<file path="config.mk">
export PLATFORM = sky130hd
export DESIGN_NAME = length_prefix_deframer_unit_flat
export DESIGN_NICKNAME = d
export VERILOG_FILES = /design/src/hw/rtl/lpd_pkg.sv /design/src/hw/rtl/lpd_if.sv /design/src/hw/rtl/lpd_parser.sv /design/src/hw/rtl/lpd_out_buf.sv /design/src/hw/rtl/length_prefix_deframer_unit.sv /design/src/flat_wrapper.sv
export SDC_FILE = /design/constraint.sdc
export NUM_CORES = 1
export LEC_CHECK = 0
export ABC_AREA = 1
export CELL_PAD_IN_SITES_DETAIL_PLACEMENT = 0
export CELL_PAD_IN_SITES_GLOBAL_PLACEMENT = 1
export CORE_MARGIN = 3
export CORE_UTILIZATION = 35
export DETAILED_ROUTE_END_ITERATION = 10
export DONT_BUFFER_PORTS = 1
export GPL_ROUTABILITY_DRIVEN = 0
export MAX_ROUTING_LAYER = met4
export PLACE_DENSITY = 0.69
export SLEW_MARGIN = 20
export SYNTH_ARGS = -nofsm -noshare
export SYNTH_HDL_FRONTEND = slang
export SYNTH_SLANG_ARGS = --single-unit
</file>
<file path="constraint.sdc">
create_clock -name clk_i -period 3.1 [get_ports clk_i]
set_clock_uncertainty 0.2 [all_clocks]
set_input_delay 0.31 -clock clk_i [delete_from_list [all_inputs] [get_ports clk_i]]
set_output_delay 0.31 -clock clk_i [all_outputs]
set_load 0.03 [all_outputs]
</file>
<file path="src/hw/rtl/lpd_pkg.sv">
// ----------------------------------------------------------------------------
// lpd_pkg
// Shared types and constants of the length-prefix deframer.
// ----------------------------------------------------------------------------
package lpd_pkg;

  // Defaults and limits of the byte counts (both 1..4)
  localparam int unsigned MAGIC_LEN_DEF    = 4;
  localparam int unsigned HEADER_BYTES_DEF = 4;

  localparam int unsigned BYTE_W    = 8;
  localparam int unsigned CNT_W     = 2;   // counts up to four preamble or header bytes
  localparam int unsigned LEN_W     = 31;
  localparam int unsigned CFG_W     = 32;
  localparam int unsigned CFG_IDX_W = 2;

  // Configuration register indexes
  localparam logic [CFG_IDX_W-1:0] CFG_MAGIC_WORD   = 2'd0;
  localparam logic [CFG_IDX_W-1:0] CFG_MAGIC_EN     = 2'd1;
  localparam logic [CFG_IDX_W-1:0] CFG_LEN_BIG_END  = 2'd2;
  localparam logic [CFG_IDX_W-1:0] CFG_MAX_FRAME    = 2'd3;

  localparam logic [LEN_W-1:0] MAX_FRAME_RST = {LEN_W{1'b1}};

  typedef enum logic [1:0] {
    KIND_PAYLOAD   = 2'd0,
    KIND_EMPTY     = 2'd1,
    KIND_MAGIC_BAD = 2'd2,
    KIND_LEN_BAD   = 2'd3
  } kind_e;

  typedef struct packed {
    kind_e             kind;
    logic [BYTE_W-1:0] payload_byte;
    logic              frame_last;
  } result_t;

  typedef struct packed {
    logic [CFG_W-1:0] magic_word;
    logic             magic_check_enable;
    logic             length_big_endian;
    logic [LEN_W-1:0] max_frame_length;
  } cfg_t;

endpackage

</file>
<file path="src/hw/rtl/lpd_if.sv">
// ----------------------------------------------------------------------------
// lpd_if
// Valid/ready channels of the deframer: received bytes in, results out.
// ----------------------------------------------------------------------------
interface lpd_rx_if;
  logic       valid;
  logic       ready;
  logic [7:0] rx_byte;

  modport source (output valid, output rx_byte, input ready);
  modport sink   (input valid, input rx_byte, output ready);
endinterface

interface lpd_res_if;
  logic              valid;
  logic              ready;
  lpd_pkg::kind_e    kind;
  logic [7:0]        payload_byte;
  logic              frame_last;

  modport source (output valid, output kind, output payload_byte, output frame_last,
                  input ready);
  modport sink   (input valid, input kind, input payload_byte, input frame_last,
                  output ready);
endinterface

</file>
<file path="src/hw/rtl/lpd_parser.sv">
// ----------------------------------------------------------------------------
// lpd_parser
// Preamble / header / payload sequencer; one byte per cycle, zero or one
// result per byte.
// ----------------------------------------------------------------------------
module lpd_parser #(
  parameter int unsigned MAGIC_LEN    = lpd_pkg::MAGIC_LEN_DEF,
  parameter int unsigned HEADER_BYTES = lpd_pkg::HEADER_BYTES_DEF
) (
  input  logic                      clk_i,
  input  logic                      rst_ni,
  input  lpd_pkg::cfg_t             cfg_i,
  input  logic                      byte_valid_i,
  input  logic [lpd_pkg::BYTE_W-1:0] byte_i,
  output logic                      res_valid_o,
  output lpd_pkg::result_t          res_o
);
  import lpd_pkg::*;

  localparam int unsigned MAG_W = 8 * MAGIC_LEN;
  localparam int unsigned HDR_W = 8 * HEADER_BYTES;
  localparam logic [CNT_W-1:0] MAG_LAST = CNT_W'(MAGIC_LEN - 1);
  localparam logic [CNT_W-1:0] HDR_LAST = CNT_W'(HEADER_BYTES - 1);

  localparam logic [1:0] PH_MAGIC   = 2'd0;
  localparam logic [1:0] PH_HEADER  = 2'd1;
  localparam logic [1:0] PH_PAYLOAD = 2'd2;

  logic [1:0]       phase_q, phase_d;
  logic [CNT_W-1:0] cnt_q, cnt_d;
  logic [MAG_W-1:0] mag_q, mag_d;
  logic [HDR_W-1:0] hdr_q, hdr_d;
  logic [LEN_W-1:0] remain_q, remain_d;
  logic             halted_q, halted_d;

  logic [1:0]       phase_eff;
  logic [CNT_W-1:0] cnt_eff;
  logic [HDR_W-1:0] hdr_eff;
  logic [MAG_W-1:0] mag_next;
  logic [HDR_W-1:0] hdr_next;
  logic [31:0]      len32;
  logic             len_bad;

  always_comb begin
    // preamble check switched off: drop any partial preamble, start header
    phase_eff = phase_q;
    cnt_eff   = cnt_q;
    hdr_eff   = hdr_q;
    if (phase_q == PH_MAGIC && !cfg_i.magic_check_enable) begin
      phase_eff = PH_HEADER;
      cnt_eff   = '0;
      hdr_eff   = '0;
    end

    mag_next = MAG_W'({mag_q, byte_i});
    if (cfg_i.length_big_endian) begin
      hdr_next = HDR_W'({hdr_eff, byte_i});
    end else begin
      hdr_next = hdr_eff | (HDR_W'(byte_i) << {cnt_eff, 3'b000});
    end
    len32   = 32'(hdr_next);
    len_bad = hdr_next[HDR_W-1] || (len32 > {1'b0, cfg_i.max_frame_length});

    phase_d     = phase_q;
    cnt_d       = cnt_q;
    mag_d       = mag_q;
    hdr_d       = hdr_q;
    remain_d    = remain_q;
    halted_d    = halted_q;
    res_valid_o = 1'b0;
    res_o       = '{kind: KIND_PAYLOAD, payload_byte: '0, frame_last: 1'b0};

    if (byte_valid_i && !halted_q) begin
      unique case (phase_eff)
        PH_MAGIC: begin
          mag_d = mag_next;
          cnt_d = cnt_q + 1'b1;
          if (cnt_q == MAG_LAST) begin
            cnt_d = '0;
            mag_d = '0;
            if (mag_next != cfg_i.magic_word[MAG_W-1:0]) begin
              halted_d    = 1'b1;
              res_valid_o = 1'b1;
              res_o.kind  = KIND_MAGIC_BAD;
            end else begin
              phase_d = PH_HEADER;
              hdr_d   = '0;
            end
          end
        end
        PH_PAYLOAD: begin
          res_valid_o        = 1'b1;
          res_o.payload_byte = byte_i;
          remain_d           = remain_q - 1'b1;
          if (remain_q <= LEN_W'(1)) begin
            res_o.frame_last = 1'b1;
            phase_d          = PH_HEADER;
            cnt_d            = '0;
          end
        end
        default: begin
          // header phase, also the unused code
          phase_d = PH_HEADER;
          hdr_d   = hdr_next;
          cnt_d   = cnt_eff + 1'b1;
          if (cnt_eff == HDR_LAST) begin
            cnt_d = '0;
            hdr_d = '0;
            if (len_bad) begin
              halted_d    = 1'b1;
              res_valid_o = 1'b1;
              res_o.kind  = KIND_LEN_BAD;
            end else if (len32[LEN_W-1:0] == '0) begin
              res_valid_o      = 1'b1;
              res_o.kind       = KIND_EMPTY;
              res_o.frame_last = 1'b1;
            end else begin
              phase_d  = PH_PAYLOAD;
              remain_d = len32[LEN_W-1:0];
            end
          end
        end
      endcase
    end
  end

  always_ff @(posedge clk_i or negedge rst_ni) begin
    if (!rst_ni) begin
      phase_q  <= PH_MAGIC;
      cnt_q    <= '0;
      mag_q    <= '0;
      hdr_q    <= '0;
      remain_q <= '0;
      halted_q <= 1'b0;
    end else begin
      phase_q  <= phase_d;
      cnt_q    <= cnt_d;
      mag_q    <= mag_d;
      hdr_q    <= hdr_d;
      remain_q <= remain_d;
      halted_q <= halted_d;
    end
  end

endmodule

</file>
<file path="src/hw/rtl/lpd_out_buf.sv">
// ----------------------------------------------------------------------------
// lpd_out_buf
// Result register with a skid stage so the input side keeps flowing while
// a result waits.
// ----------------------------------------------------------------------------
module lpd_out_buf (
  input  logic             clk_i,
  input  logic             rst_ni,
  input  logic             in_valid_i,
  input  lpd_pkg::result_t in_data_i,
  output logic             in_ready_o,
  output logic             out_valid_o,
  output lpd_pkg::result_t out_data_o,
  input  logic             out_ready_i
);
  import lpd_pkg::*;

  logic    out_valid_q, out_valid_d;
  logic    skid_valid_q, skid_valid_d;
  result_t out_q, out_d;
  result_t skid_q, skid_d;

  assign in_ready_o  = !skid_valid_q;
  assign out_valid_o = out_valid_q;
  assign out_data_o  = out_q;

  always_comb begin
    out_valid_d  = out_valid_q;
    skid_valid_d = skid_valid_q;
    out_d        = out_q;
    skid_d       = skid_q;
    if (!out_valid_q || out_ready_i) begin
      if (skid_valid_q) begin
        out_d        = skid_q;
        out_valid_d  = 1'b1;
        skid_valid_d = 1'b0;
      end else begin
        out_d       = in_data_i;
        out_valid_d = in_valid_i;
      end
    end else if (in_valid_i && !skid_valid_q) begin
      skid_d       = in_data_i;
      skid_valid_d = 1'b1;
    end
  end

  always_ff @(posedge clk_i or negedge rst_ni) begin
    if (!rst_ni) begin
      out_valid_q  <= 1'b0;
      skid_valid_q <= 1'b0;
    end else begin
      out_valid_q  <= out_valid_d;
      skid_valid_q <= skid_valid_d;
    end
  end

  always_ff @(posedge clk_i) begin
    out_q  <= out_d;
    skid_q <= skid_d;
  end

endmodule

</file>
<file path="src/hw/rtl/length_prefix_deframer_unit.sv">
// ----------------------------------------------------------------------------
// length_prefix_deframer_unit
// Splits a byte stream into length-prefixed frames, optionally after
// checking a fixed preamble.
// ----------------------------------------------------------------------------
// Usage:
//   rx_i   : one received byte per transaction (valid/ready).
//   res_o  : results; kind payload carries one payload byte with frame_last
//            on the frame's final byte, kind empty marks a zero-length frame,
//            kinds magic-mismatch and bad-length report an error, after which
//            the block swallows every byte without a result until reset.
//   cfg_*  : register writes (magic word, preamble enable, header byte
//            order, max frame length); write only while the block is idle.
// Throughput: one byte per cycle while rx_i.ready is high. Bytes of
//   preamble and header give no result, so the result stream has bubbles there.
// Output path: the result of an accepted byte is registered in the result
//   register, or in the skid stage while the result register waits on the sink.
// Stall: a result register plus a one-entry skid stage; rx_i.ready drops
//   only when both hold results, i.e. after the sink stalls for two
//   result-producing bytes in a row.
// Reset: asynchronous, active low; registers return to their defaults and
//   the sequencer restarts at the preamble (or the header if disabled).
// ----------------------------------------------------------------------------
module length_prefix_deframer_unit #(
  parameter int unsigned MAGIC_LEN    = lpd_pkg::MAGIC_LEN_DEF,
  parameter int unsigned HEADER_BYTES = lpd_pkg::HEADER_BYTES_DEF
) (
  input  logic                         clk_i,
  input  logic                         rst_ni,
  input  logic                         cfg_we_i,
  input  logic [lpd_pkg::CFG_IDX_W-1:0] cfg_idx_i,
  input  logic [lpd_pkg::CFG_W-1:0]     cfg_data_i,
  lpd_rx_if.sink                       rx_i,
  lpd_res_if.source                    res_o
);
  import lpd_pkg::*;

  cfg_t    cfg_q;
  logic    accept;
  logic    pr_valid;
  result_t pr_res;
  logic    buf_ready;
  result_t out_res;

  // Register file: written in place, no read-back
  always_ff @(posedge clk_i or negedge rst_ni) begin
    if (!rst_ni) begin
      cfg_q.magic_word         <= '0;
      cfg_q.magic_check_enable <= 1'b1;
      cfg_q.length_big_endian  <= 1'b1;
      cfg_q.max_frame_length   <= MAX_FRAME_RST;
    end else if (cfg_we_i) begin
      unique case (cfg_idx_i)
        CFG_MAGIC_WORD:  cfg_q.magic_word         <= cfg_data_i;
        CFG_MAGIC_EN:    cfg_q.magic_check_enable <= cfg_data_i[0];
        CFG_LEN_BIG_END: cfg_q.length_big_endian  <= cfg_data_i[0];
        CFG_MAX_FRAME:   cfg_q.max_frame_length   <= cfg_data_i[LEN_W-1:0];
        default: ;
      endcase
    end
  end

  assign rx_i.ready = buf_ready;
  assign accept     = rx_i.valid && buf_ready;

  // Sequencer: state advances on every accepted byte until an error halts it
  lpd_parser #(
    .MAGIC_LEN    (MAGIC_LEN),
    .HEADER_BYTES (HEADER_BYTES)
  ) u_parser (
    .clk_i        (clk_i),
    .rst_ni       (rst_ni),
    .cfg_i        (cfg_q),
    .byte_valid_i (accept),
    .byte_i       (rx_i.rx_byte),
    .res_valid_o  (pr_valid),
    .res_o        (pr_res)
  );

  // Result register and skid stage
  lpd_out_buf u_out_buf (
    .clk_i       (clk_i),
    .rst_ni      (rst_ni),
    .in_valid_i  (pr_valid),
    .in_data_i   (pr_res),
    .in_ready_o  (buf_ready),
    .out_valid_o (res_o.valid),
    .out_data_o  (out_res),
    .out_ready_i (res_o.ready)
  );

  assign res_o.kind         = out_res.kind;
  assign res_o.payload_byte = out_res.payload_byte;
  assign res_o.frame_last   = out_res.frame_last;

endmodule

</file>
<file path="src/flat_wrapper.sv">
// flat-port wrapper written by rule: the top's interface ports become plain ports
module length_prefix_deframer_unit_flat import lpd_pkg::*;
#(
  parameter int unsigned MAGIC_LEN    = lpd_pkg::MAGIC_LEN_DEF,
  parameter int unsigned HEADER_BYTES = lpd_pkg::HEADER_BYTES_DEF
)
  (clk_i, rst_ni, cfg_we_i, cfg_idx_i, cfg_data_i, rx_i_valid, rx_i_rx_byte, rx_i_ready, res_o_valid, res_o_kind, res_o_payload_byte, res_o_frame_last, res_o_ready);
  lpd_rx_if rx_i_i ();
  lpd_res_if res_o_i ();
  input  logic clk_i;
  input  logic rst_ni;
  input  logic cfg_we_i;
  input  logic [lpd_pkg::CFG_IDX_W-1:0] cfg_idx_i;
  input  logic [lpd_pkg::CFG_W-1:0] cfg_data_i;
  input wire logic [$bits(rx_i_i.valid)-1:0] rx_i_valid;
  input wire logic [$bits(rx_i_i.rx_byte)-1:0] rx_i_rx_byte;
  output wire logic [$bits(rx_i_i.ready)-1:0] rx_i_ready;
  output wire logic [$bits(res_o_i.valid)-1:0] res_o_valid;
  output wire logic [$bits(res_o_i.kind)-1:0] res_o_kind;
  output wire logic [$bits(res_o_i.payload_byte)-1:0] res_o_payload_byte;
  output wire logic [$bits(res_o_i.frame_last)-1:0] res_o_frame_last;
  input wire logic [$bits(res_o_i.ready)-1:0] res_o_ready;
  assign rx_i_i.valid = rx_i_valid;
  assign rx_i_i.rx_byte = rx_i_rx_byte;
  assign rx_i_ready = rx_i_i.ready;
  assign res_o_valid = res_o_i.valid;
  assign res_o_kind = res_o_i.kind;
  assign res_o_payload_byte = res_o_i.payload_byte;
  assign res_o_frame_last = res_o_i.frame_last;
  assign res_o_i.ready = res_o_ready;
  length_prefix_deframer_unit #(.MAGIC_LEN(MAGIC_LEN), .HEADER_BYTES(HEADER_BYTES)) u_core (.clk_i(clk_i), .rst_ni(rst_ni), .cfg_we_i(cfg_we_i), .cfg_idx_i(cfg_idx_i), .cfg_data_i(cfg_data_i), .rx_i(rx_i_i), .res_o(res_o_i));
endmodule
</file>
# --- Word-level counts from Yosys, hierarchy flattened ---
# Cells that the tools add are included.
# W data, S select, Z words.
classes:
  n_addsub: 3
  n_lt_le_gt_ge: 2
  eq_ne: 13
  shift: 1
  n_mux: 52
  n_bitwise: 4
  reduce_logical: 29
op_table:
  columns: ["cell", "n"]
  rows:
  - ["$mux W32", 5]
  - ["$mux W31", 3]
  - ["$pmux W32 S2", 1]
  - ["$pmux W31 S2", 1]
  - ["$gt A32 B31 Y1", 1]
  - ["$ne A32 B32 Y1", 1]
  - ["$or A32 B32 Y32", 1]
  - ["$shl A8 B5 Y32", 1]
  - ["$le A31 B1 Y1 const B", 1]
  - ["$logic_not A31 Y1", 1]
  - ["$sub A31 B1 Y31 const B", 1]
  - ["$mux W2", 15]
  - ["$mux W24", 1]
  - ["$mux W11", 2]
  - ["$mux W1", 17]
  - ["$reduce_and A2 Y1", 7]
  - ["$pmux W2 S2", 3]
  - ["$eq A2 B2 Y1 const B", 5]
  - ["$mux W8", 1]
  - ["$ne A2 B2 Y1 const B", 4]
  - ["$reduce_and A4 Y1", 2]
  - ["$reduce_bool A2 Y1", 4]
  - ["$logic_not A2 Y1", 3]
  - ["$pmux W1 S2", 3]
  - ["other kinds (9)", 20]
word_totals:
  reg_bits: 181
  input_bits: 47
  elab_cells: 122

# --- Longest topological paths before layout ---
# Gate-level depths: netlist of run 1.
depth:
  depth_word: 15
  mapped_depth: 27

# --- Modules after synthesis ---
# From an unflattened synthesis of run 1, not the netlist that was laid out.
hier_totals:
  hier_cells: 1460
  area_unflattened_um2: 10811.6
by_module_without_submodules:
  columns: ["mod", "instances", "cells_each", "area_per_inst_um2", "seq_area_each_um2"]
  rows:
  - ["lpd_parser", 1, 1099, 7174.4, 2302.2]
  - ["length_prefix_deframer_unit", 1, 294, 2753.9, 1667.8]
  - ["lpd_out_buf", 1, 67, 883.3, 710.7]

# --- Worst setup path after synthesis of run 1 ---
# Ideal clock, no wire load.
synth_timing:
  path_type: "register to register"
  from: "register u_core.cfg_q[31] (netlist bit)"
  to: "register u_core.u_out_buf.skid_q[0] (netlist bit), enable pin"
  setup_time_ns: 0.339
  arrival_time_ns: 2.532
  slack_ns: 0.029
  stages_incl_launch_ff: 19
  path_buffers: 2
  synth_period_minus_slack_ns: 3.071
  path_cell_list: "dfstp_2 -> buf_2 -> clkbuf_1 -> nand2_1 -> nand2_1 -> inv_1 -> ha_1 -> nand2_1 -> nor3_1 -> nand2_1 -> nand2_1 -> nand2_1 -> nand2_1 -> nand2_1 -> nand2_1 -> nand2_2 -> nand3_1 -> nand3b_1 -> inv_1"
synth_between:
  elab_chain_len: 9
  elab_cells_between_ends: 11
  classes_between: "1 x order compare; 6 x mux; 4 x reduce/logical"
synth_rtl:
  columns: ["item", "line", "source"]
  rows:
  - ["start, declared", "length_prefix_deframer_unit.sv:38", "cfg_t cfg_q;"]
  - ["$mux W32 (*)", "lpd_parser.sv:56", "if (cfg_i.length_big_endian) begin"]
  - ["$gt A32 B31 Y1 or $logic_not A31 Y1 (tied branches)", "lpd_parser.sv:62, lpd_parser.sv:113", null]
  - ["$logic_or A1 B1 Y1 or $mux W1 (tied branches)", "lpd_parser.sv:62, lpd_parser.sv:113", null]
  - ["$mux W1 (*)", "lpd_parser.sv:109", "if (len_bad) begin"]
  - ["$mux W1 (*)", "lpd_parser.sv:106", "if (cnt_eff == HDR_LAST) begin"]
  - ["$pmux W1 S2 (*)", "lpd_parser.sv:74", "unique case (phase_eff)"]
  - ["$mux W1 (*)", "lpd_parser.sv:73", "if (byte_valid_i && !halted_q) begin"]
  - ["$logic_and A1 B1 Y1 (*)", "lpd_out_buf.sv:41", "end else if (in_valid_i && !skid_valid_q) begin"]
  - ["$reduce_and A2 Y1 (no source line) (*)", null, null]
  - ["end signal, assigned", "lpd_out_buf.sv:59", "skid_q <= skid_d;"]
  - ["end, declared", "lpd_out_buf.sv:21", "result_t skid_q, skid_d;"]
# Mark *: on every way between the ends. The rest lies on a longest branch, timed or not.
# A chain may end at the register's enable or synchronous reset.

# --- Worst setup path after layout of run 1 ---
layout_timing:
  from: "register u_core.u_parser.phase_q[1]"
  to: "register u_core.u_out_buf.skid_q[8] (netlist bit), enable pin"
layout_between:
  elab_chain_len: 14
  elab_cells_between_ends: 21
  classes_between: "1 x order compare; 2 x eq/ne; 1 x shift; 9 x mux; 1 x bitwise; 7 x reduce/logical"
layout_rtl:
  columns: ["item", "line", "source"]
  rows:
  - ["start, declared", "lpd_parser.sv:29", "logic [1:0] phase_q, phase_d;"]
  - ["start signal, assigned", "lpd_parser.sv:136", "phase_q <= phase_d;"]
  - ["$logic_not A2 Y1", "lpd_parser.sv:49", "if (phase_q == PH_MAGIC && !cfg_i.magic_check_enable) begin"]
  - ["$logic_and A1 B1 Y1", "lpd_parser.sv:49", null]
  - ["$mux W2", "lpd_parser.sv:49", null]
  - ["$shl A8 B5 Y32", "lpd_parser.sv:59", "hdr_next = hdr_eff | (HDR_W'(byte_i) << {cnt_eff, 3'b000});"]
  - ["$or A32 B32 Y32", "lpd_parser.sv:59", null]
  - ["$mux W32", "lpd_parser.sv:56", null]
  - ["$gt A32 B31 Y1 or $logic_not A31 Y1 (tied branches)", "lpd_parser.sv:62, lpd_parser.sv:113", null]
  - ["$logic_or A1 B1 Y1 or $mux W1 (tied branches)", "lpd_parser.sv:62, lpd_parser.sv:113", null]
  - ["$mux W1", "lpd_parser.sv:109", null]
  - ["$mux W1", "lpd_parser.sv:106", null]
  - ["$pmux W1 S2 (*)", "lpd_parser.sv:74", null]
  - ["$mux W1 (*)", "lpd_parser.sv:73", null]
  - ["$logic_and A1 B1 Y1 (*)", "lpd_out_buf.sv:41", null]
  - ["$reduce_and A2 Y1 (no source line) (*)", null, null]
# Marks and branches as above.

==> out/metrics.cfg, run 1 <==
[routing]
route.detailed.drc=0
wl_mm=33.6
first_pass_iters=6
drt-vias-per-instance=4.96
wl_per_cell_um=17.1
drtIter0Drc=682
drtAntennaViolNets=0
num_vias=9713

[cts]
clock-sinks=181
cts_hold_buf=46
clock-root-buffer=clkbuf_16
cts_tree=yes
clk_pin_slew_worst_paths_ns=0.07
cts_buffers=17
clkLatencyLatePin_ns=0.45
cts_max_path_buffers=2
htree_levels=4

[pwr]
power_density_nw_per_um2=899
ir_worst_vdd_mv=0.463
leakage_nw=6.59

[synth]
ys_top_cells_by_area=dfrtp_1 30%, nand2_1 16%, dfstp_2 8.2%
syn_area_um2=10500
yosysWarnings=0
synth.most_common_cell=nand2_1
synth_top_area_share_pct=29.9
ys.flop_type=dfrtp_1
yosysTopAreaCell=dfrtp_1
synth_top_cells_by_count=444 x nand2_1, 173 x o21ai_0, 158 x inv_1
synthArstFlopShare_pct=87.8
synthDistinctLibCells=34
avgSynthCellArea_um2=7.41
yosysSeqAreaShare_pct=44.4
synth_enable_flop_cells=22
synth_cells=1421
syn_nets=1502
ys_seq_elements=181

[sta]
whs_ns=-0.634
min_period_over_period_pct=111
rsz0062_at_grt=true
drv_slew=0
slew_headroom_pct=49.3
max_freq_mhz=290
finalSetupViolCount=51
worst_slew_pin_slew_ns=0.760
tns_ns=-14.50
fin_crit_ns=3.45
hold_viol=159
layout_setup_ws_ns=-0.353

[critical_path]
critical_path_buf_inv_count=8
path_cells=nor2_4 > nand2_8 > buf_12 > buf_6 > a21oi_2 > nand2_1 > nand2_2 > buf_4 > buf_4 > buf_4 > buf_4 > buf_4 > nand2_1 > nor2_1 > nand2_1 > nor2_1 > nand2_1 > nand3_2 > nand3b_1 > clkinvlp_4
crit_type=reg2reg
critPathLaunchType=flip-flop
cp.required_ns=3.04
cpMaxStageDelayCell=dfrtp_1
max_stage_delay_ns=0.41
crit_family=simple AND/OR/NAND/NOR gates
worstPathMaxFanout=7
critical_path.endpoint_type=flip-flop
crit_path_frequent_cell=buf_4
cp.arrival_ns=3.40

[floorplanning]
start_util_pct=36.1
io_pins=60
die_w_um=179
dieArea_um2=32200
die_y_um=179
core_area_um2=29200
row_count=62

[finish]
final_cell_area_um2=13700
layout-drive-gt1-share_pct=21.2
utilization_pct=46.9
fin_cells=1959
final_nets=1642
syn_to_final_growth_pct=30.0

[placed_design]
placed_area_um2=11500
port_buffers=0
dp.cells=1833
dp.final_hpwl_mm=21.8

[job]
cap_violations=0

[grt]
grt_max_degree=160
overflow=0
grt_pass1_vias=9485
grt_pass1_wl_mm=53.3
groute.usage.overall_pct=21.5
antenna_found_initial=1

[min_path]
hold_class=in2async

[run_status]
violations=hold timing, setup timing
outcome=finished, violations left

-- sequential cells by signal, indices dropped and copies added, names as in the netlist --
| signal | count |
|---|---|
| u_core.cfg_q | 65 |
| u_core.u_out_buf.out_data_o | 11 |
| u_core.u_out_buf.out_valid_o | 1 |
| u_core.u_out_buf.skid_q | 11 |
| u_core.u_out_buf.skid_valid_q | 1 |
| u_core.u_parser.cnt_q | 2 |
| u_core.u_parser.halted_q | 1 |
| u_core.u_parser.hdr_q | 32 |
| u_core.u_parser.mag_q | 24 |
| u_core.u_parser.phase_q | 2 |
| u_core.u_parser.remain_q | 31 |
-- worst register-to-register path, cell delays in order (launching register included) --
cell	delay [ns]
dfrtp_1	0.41
nor2_4	0.18
nand2_8	0.12
buf_12	0.18
buf_6	0.12
a21oi_2	0.12
nand2_1	0.07
nand2_2	0.09
buf_4	0.11
buf_4	0.09
buf_4	0.09
buf_4	0.09
buf_4	0.08
nand2_1	0.04
nor2_1	0.09
nand2_1	0.08
nor2_1	0.25
nand2_1	0.19
nand3_2	0.13
nand3b_1	0.21
clkinvlp_4	0.22
-- per-stage QoR --
stage / worst slack (ns) / power, mW / hold WS [ns]
final: -0.353 / 12.3 / -0.634
after CTS: -0.259 / 12.0 / -0.666
after global placement: -0.321 / 8.74 / -0.177
after floorplan: 0.0293 / 7.00 / -0.186
after detailed placement: -0.324 / 8.81 / -0.180
after global routing: -0.554 / 13.3 / -0.661
-- metal layers --
metal / vias to the layer above / wire length (um) / share of wire (%) / GRT usage, %
met4: 0 / 769 / 2.3 / 6.00
met2: 226 / 15100 / 45 / 32.6
met1: 4581 / 15900 / 47 / 29.6
met5: - / 0 / 0 / -
met3: 39 / 1820 / 5.4 / 4.06
li1: 4867 / - / - / -
-- cell usage in the layout (no fill, tap or decap), drive strengths merged, types with 2 or more instances in the layout --
master,instances
inv,170
a21o,2
nand4,39
buf,136
nand3,74
nor3,12
ha,34
o21ai,173
dfrtp,126
edfxtp,22
xnor2,28
clkinvlp,4
clkbuf,18
clkinv,5
dfstp,33
or2,16
a21oi,50
o31ai,2
nor2,93
xor2,15
nand2,453
dlygate4sd3,46
o22ai,17
-- worst paths after layout --
kind	slack [ns]	depth (start not counted)	start	endpoint
worst max-delay path	-0.35	20	u_core.u_parser.phase_q[1]$_DFFE_PN0P_	u_core.u_out_buf.skid_q[8]$_DFFE_PP_
worst min-delay path	-0.63	0	rst_ni	u_core.cfg_q[37]$_DFFE_PN0P_
worst max register to register	-0.35	20	u_core.u_parser.phase_q[1]$_DFFE_PN0P_	u_core.u_out_buf.skid_q[8]$_DFFE_PP_
worst min register to register	0.29	2	u_core.cfg_q[2]$_DFFE_PN1P_	u_core.cfg_q[2]$_DFFE_PN1P_
max in group asynchronous	3.07	0	rst_ni	u_core.cfg_q[26]$_DFFE_PN1P_
min in group clk_i	0.09	6	rx_i_rx_byte[7]	u_core.u_parser.hdr_q[31]$_DFFE_PN0P_
-- cell type report --
class	count	area [um2]
fillers	2883	15500
multi-input cells	1013	5520
flip-flops and latches	181	4680
repair buffers	183	1790
inverters	164	627
well taps	384	480
clock buffers	17	425
clock inverters	15	160
repair inverters	1	7.51
diodes	1	2.50
-- timing repair --
| item | 4_1_cts | 5_1_grt |
|---|---|---|
| endpoints found under the setup margin | 52 | 53 |
| pin swaps | 26 | 33 |
| gates resized for setup | 86 | 62 |
| gates cloned | 9 | 1 |
| hold endpoints to repair | 249 | 159 |
| buffers inserted | 34 | 7 |
-- logic make-up (layout without fill, tap and decap cells) --
kind of cell | Yosys count | in the layout | synth area share (%)
adder cells (fa/ha/maj) | 34 | 34 | 4.04
multiplexers | 1 | 1 | 0.107
XOR/XNOR | 43 | 43 | 3.58
AO/OA/AOI/OAI | 245 | 245 | 12.0
other | 0 | 1 | 0
AND/OR/NAND/NOR | 687 | 690 | 27.2
buffers and inverters | 230 | 380 | 8.64
flip-flops | 181 | 181 | 44.4
-- report_power, final --
group          leakage [nW]  internal (mW)  switching [mW]  total [mW]
combinational          4.13           2.79            3.48        6.27
clock                 0.283           1.14            1.07        2.21
sequential             2.18           3.15           0.680        3.83
total                  6.59           7.08            5.23        12.3
(Power assumes the default switching activity.)
==> inputs of run 2 (changes only) <==
RECOVER_POWER = 50   (was unset)
==> out/metrics.cfg, run 2 (synthesized netlist as in run 1, its figures left out) <==
[floorplanning]
die_y_um=179  ; unchanged
dieArea_um2=32200  ; unchanged
die_w_um=179  ; unchanged
row_count=62  ; unchanged
start_util_pct=36.1  ; unchanged
core_area_um2=29200  ; unchanged
io_pins=60  ; unchanged

[sta]
tns_ns=-14.94  ; -0.444 ns
drv_slew=0  ; unchanged
layout_setup_ws_ns=-0.381  ; -0.0282 ns
finalSetupViolCount=51  ; unchanged
hold_viol=159  ; unchanged
fin_crit_ns=3.48  ; +0.0282 ns
worst_slew_pin_slew_ns=0.934  ; +0.174 ns
min_period_over_period_pct=112  ; +0.91 points
max_freq_mhz=287  ; -0.81%
whs_ns=-0.638  ; -0.00396 ns
slew_headroom_pct=37.6  ; -12 points
rsz0062_at_grt=true

[pwr]
internal_power_mw=7.08  ; about the same
p_comb_share_pct=50.9  ; about the same
power_density_nw_per_um2=899  ; about the same
netSwitchingFraction_pct=42.4  ; about the same
p_switching_mw=5.22  ; -0.11%
p_seq_share_pct=31.1  ; about the same
p_clk_share_pct=18.0  ; about the same
leakage_nw=6.59  ; about the same
ir_worst_vdd_mv=0.465  ; +0.44%

[grt]
groute.usage.overall_pct=21.5  ; unchanged
antenna_found_initial=1  ; unchanged
grt_pass1_wl_mm=53.3  ; unchanged
grt_pass1_vias=9485  ; unchanged
overflow=0  ; unchanged
grt_max_degree=160  ; unchanged

[run_status]
outcome=finished, violations left
violations=hold timing, setup timing

[placed_design]
dp_slack_ns=-0.324  ; unchanged
dp.final_hpwl_mm=21.8  ; unchanged
port_buffers=0  ; unchanged

[routing]
drtAntennaViolNets=0  ; unchanged
route.detailed.drc=0  ; unchanged
first_pass_iters=7  ; +1
drtIter0Drc=713  ; +4.5%
num_vias=9678  ; -0.36%
wl_mm=33.5  ; about the same
drt-vias-per-instance=4.94  ; -0.36%
wl_per_cell_um=17.1  ; about the same

[finish]
final_cell_mix=404 x nand2_1, 169 x o21ai_0, 143 x inv_1, 126 x dfrtp_1, 108 x buf_4
largest_reg_flops=65  ; unchanged
largest_register=u_core.cfg_q
mostFrequentLayoutCell=nand2_1
syn_to_final_growth_pct=30.0  ; about the same
largest_registers=u_core.cfg_q: 65 flops, u_core.u_parser.hdr_q: 32 flops, u_core.u_parser.remain_q: 31 flops
final_nets=1642  ; unchanged
layout-drive-gt1-share_pct=21.2  ; -0.064 points

[critical_path]
crit_family=simple AND/OR/NAND/NOR gates
critPathLaunchType=flip-flop
critical_path.endpoint_type=flip-flop
crit_path_frequent_cell=buf_4
cp.required_ns=3.05  ; about the same
cp.arrival_ns=3.43  ; +0.03 ns
path_cells=nor2_4 > nand2_8 > buf_12 > buf_6 > a21oi_2 > nand2_1 > nand2_2 > buf_4 > buf_4 > buf_4 > buf_4 > buf_4 > nand2_1 > nor2_1 > nand2_1 > nor2_1 > nand2_1 > nand3_2 > nand3b_1 > clkinvlp_4
critical_path_buf_inv_count=8  ; unchanged
worstPathMaxFanout=7  ; unchanged
crit_type=reg2reg
max_stage_delay_ns=0.41  ; about the same
cpMaxStageDelayCell=dfrtp_1

[cts]
cts_max_path_buffers=2  ; unchanged
clock-root-buffer=clkbuf_16
clkLatencyLatePin_ns=0.45  ; about the same
clock-sinks=181  ; unchanged
htree_levels=4  ; unchanged
cts_hold_buf=46  ; unchanged
cts_buffers=17  ; unchanged
cts_tree=yes
clk_pin_slew_worst_paths_ns=0.08  ; about the same

[job]
cap_violations=0  ; unchanged

[min_path]
hold_class=in2async

run 2: cell types whose count changed in the layout (fill, tap and decap cells not counted):
cell / delta
nand2_1: +1
nand2_2: -1
run 2: stage by stage:
| step | utilization, % | instances | area [um2] | total power, mW |
|---|---|---|---|---|
| CTS | 46.0 | 1954 | 13400 | 12.0 |
| global placement | 39.5 | 1833 | 11500 | 8.74 |
| floorplan | - | 1421 | 10500 | 7.00 |
| finish | 46.9 | 1959 | 13700 | 12.3 |
| global route | 46.9 | 1959 | 13700 | 13.3 |
| detailed placement | 39.5 | 1833 | 11500 | 8.81 |
run 2: area by class of cell:
class,instances,area [um2]
Antenna cell,1,2.50
Clock buffer,17,425
Clock inverter,15,160
Fill cell,2884,15500
Inverter,164,627
Multi-Input combinational cell,1013,5520
Sequential cell,181,4680
Tap cell,384,480
Timing Repair Buffer,183,1790
Timing Repair inverter,1,7.51
run 2: routing by layer:
| layer | vias up | part of all wire [%] | GRT usage [%] |
|---|---|---|---|
| met2 | 214 | 45 | 32.6 |
| met1 | 4558 | 47 | 29.6 |
| li1 | 4869 | - | - |
| met4 | 0 | 2.3 | 6.00 |
| met5 | - | 0 | - |
| met3 | 37 | 5.6 | 4.06 |
run 2: final timing paths:
path | startpoint | end | slack [ns] | cells after the start
setup / recovery | u_core.u_parser.phase_q[1]$_DFFE_PN0P_ | u_core.u_out_buf.skid_q[8]$_DFFE_PP_ | -0.38 | 20
hold / removal | rst_ni | u_core.u_parser.mag_q[2]$_DFFE_PN0P_ | -0.64 | 0
setup reg to reg | u_core.u_parser.phase_q[1]$_DFFE_PN0P_ | u_core.u_out_buf.skid_q[8]$_DFFE_PP_ | -0.38 | 20
hold reg to reg | u_core.cfg_q[2]$_DFFE_PN1P_ | u_core.cfg_q[2]$_DFFE_PN1P_ | 0.29 | 2
max in group asynchronous | rst_ni | u_core.cfg_q[26]$_DFFE_PN1P_ | 3.08 | 0
min in group clk_i | rx_i_rx_byte[7] | u_core.u_parser.hdr_q[31]$_DFFE_PN0P_ | 0.09 | 6
run 2: power groups by stage:
stage,Clock (mW),Combinational [mW],Sequential [mW]
floorplan,0,3.36,3.64
global placement,0,4.93,3.81
detailed placement,0,4.99,3.82
CTS,2.27,5.93,3.79
global route,2.36,7.02,3.92
finish,2.21,6.26,3.83
run 2: repair_timing:
item,in CTS,in global routing
gates cloned,9,1
pin swaps,26,33
resized for setup,86,62
hold endpoints to repair,249,159
setup endpoints to repair,52,53
buffers inserted,34,7
==> inputs of run 3 (changes only) <==
MAX_ROUTING_LAYER = unset   (was met4)
==> out/metrics.cfg, run 3 (synthesized netlist as in run 1, its figures left out) <==
[run_status]
outcome=finished, violations left
violations=hold timing, setup timing

[sta]
finalSetupViolCount=51  ; unchanged
tns_ns=-15.19  ; -0.252 ns
worst_slew_pin_slew_ns=0.919  ; -0.0145 ns
min_period_over_period_pct=112  ; about the same
drv_slew=0  ; unchanged
hold_viol=159  ; unchanged
rsz0062_at_grt=true
layout_setup_ws_ns=-0.383  ; -0.00202 ns
fin_crit_ns=3.48  ; +0.00202 ns
max_freq_mhz=287  ; about the same
whs_ns=-0.638  ; +0.000249 ns
slew_headroom_pct=38.6  ; +0.97 points

[placed_design]
dp_slack_ns=-0.324  ; unchanged
dp.final_hpwl_mm=21.8  ; unchanged
placed_area_um2=11500  ; unchanged
port_buffers=0  ; unchanged

[min_path]
hold_class=in2async

[floorplanning]
row_count=62  ; unchanged
die_y_um=179  ; unchanged
start_util_pct=36.1  ; unchanged
die_w_um=179  ; unchanged
dieArea_um2=32200  ; unchanged
core_area_um2=29200  ; unchanged
io_pins=60  ; unchanged

[finish]
largest_register=u_core.cfg_q
syn_to_final_growth_pct=30.0  ; unchanged
largest_reg_flops=65  ; unchanged
diodes=0  ; -1
utilization_pct=46.9  ; unchanged
final_nets=1642  ; unchanged
largest_registers=u_core.cfg_q: 65 flops, u_core.u_parser.hdr_q: 32 flops, u_core.u_parser.remain_q: 31 flops
nFillCells=2880  ; -0.14%
layout-drive-gt1-share_pct=21.2  ; +0.064 points
final_cell_area_um2=13700  ; unchanged
mostFrequentLayoutCell=nand2_1
final_cell_mix=403 x nand2_1, 169 x o21ai_0, 143 x inv_1, 126 x dfrtp_1, 108 x buf_4

[grt]
grt_max_degree=160  ; unchanged
grt_pass1_vias=9500  ; +0.16%
groute.usage.overall_pct=20.9  ; -0.63 points
overflow=0  ; unchanged
antenna_found_initial=1  ; unchanged
grt_pass1_wl_mm=53.3  ; unchanged

[critical_path]
r2r_slack_ns=-0.38  ; about the same
critical_path.endpoint_type=flip-flop
worstSetupStartpoint=u_core.u_parser.phase_q[1]$_DFFE_PN0P_
crit_type=reg2reg
cp.required_ns=3.05  ; about the same
r2r-end=u_core.u_out_buf.skid_q[8]$_DFFE_PP_
cp.arrival_ns=3.43  ; about the same
worstPathMaxFanout=7  ; unchanged
crit-reg2reg-launch=u_core.u_parser.phase_q[1]$_DFFE_PN0P_
reg2reg_depth=20  ; unchanged
critPathLaunchType=flip-flop

[pwr]
p_clk_share_pct=18.0  ; about the same
ir_worst_vdd_mv=0.464  ; -0.18%
leakage_nw=6.59  ; about the same
power_density_nw_per_um2=900  ; +0.16%
p_total_mw=12.3  ; +0.16%
p_seq_share_pct=31.1  ; about the same
p_switching_mw=5.24  ; +0.35%
internal_power_mw=7.08  ; about the same
netSwitchingFraction_pct=42.5  ; +0.083 points
p_comb_share_pct=50.9  ; about the same

[cts]
cts_max_path_buffers=2  ; unchanged
clock-root-buffer=clkbuf_16
cts_tree=yes
cts_hold_buf=46  ; unchanged
clock-sinks=181  ; unchanged
clk_pin_slew_worst_paths_ns=0.07  ; about the same
htree_levels=4  ; unchanged
clkLatencyLatePin_ns=0.45  ; about the same
cts_buffers=17  ; unchanged

[routing]
wl_per_cell_um=17.2  ; +0.25%
drt-vias-per-instance=4.94  ; about the same
route.detailed.drc=0  ; unchanged
drtAntennaViolNets=0  ; unchanged
drtIter0Drc=662  ; -7.2%
num_vias=9682  ; +0.041%
wl_mm=33.6  ; +0.20%
first_pass_iters=7  ; unchanged

[job]
cap_violations=0  ; unchanged

-- run 3: cell count changes in the layout (fill, tap and decap cells not counted), sizes merged --
cell,change
diode,-1
-- run 3: worst max-delay path: stages, from the launching register on --
cell        delay (ns)
dfrtp_1           0.41
nor2_4            0.18
nand2_8           0.12
buf_12            0.18
buf_6             0.12
a21oi_2           0.12
nand2_1           0.08
nand2_2           0.09
buf_4             0.11
buf_4             0.09
buf_4             0.09
buf_4             0.09
buf_4             0.08
nand2_1           0.04
nor2_1            0.09
nand2_1           0.08
nor2_1            0.27
nand2_1           0.20
nand3_2           0.14
nand3b_1          0.21
clkinvlp_4        0.22
-- run 3: area by class of cell --
type,count,area (um2),area share [%]
well taps,384,480,3.51
multi-input cells,1013,5520,40.3
clock buffers,17,425,3.11
flip-flops and latches,181,4680,34.2
clock inverters,15,160,1.17
repair inverters,1,7.51,0.0548
repair buffers,183,1790,13.1
inverters,164,627,4.58
-- run 3: how the worst max path moves through the flow --
stage / end / cells after the start
after floorplan: u_core.u_out_buf.skid_q[0]$_DFFE_PP_ / 18
after global placement: u_core.u_out_buf.skid_q[2]$_DFFE_PP_ / 20
after detailed placement: u_core.u_parser.remain_q[21]$_DFFE_PN0P_ / 20
after CTS: u_core.u_out_buf.skid_q[8]$_DFFE_PP_ / 18
after global routing: u_core.u_out_buf.skid_q[8]$_DFFE_PP_ / 21
final: u_core.u_out_buf.skid_q[8]$_DFFE_PP_ / 20
-- run 3: through the flow --
| step | hold WS, ns | std cells |
|---|---|---|
| 3_5_place_dp | -0.180 | 1833 |
| 2_1_floorplan | -0.186 | 1421 |
| 5_1_grt | -0.659 | 1958 |
| 6_report | -0.638 | 1958 |
| 3_3_place_gp | -0.177 | 1833 |
| 4_1_cts | -0.666 | 1954 |
-- run 3: routing by layer --
metal	GRT usage (%)	wire length (um)
met3	4.06	1770
met1	29.7	16000
met2	32.5	15200
met5	0	8
met4	6.00	701
-- run 3: what timing repair did --
action,in CTS,in global routing
gates resized for setup,86,63
endpoints found under the hold margin,249,159
pin swaps,26,33
setup buffers,34,7
gates cloned,9,1
setup endpoints to repair,52,53
-- run 3: power by group through the flow --
stage	sequential, mW	combinational [mW]	clock [mW]
after floorplan	3.64	3.36	0
after global placement	3.81	4.93	0
after detailed placement	3.82	4.99	0
after CTS	3.79	5.93	2.27
after global routing	3.92	7.02	2.36
final	3.83	6.27	2.21
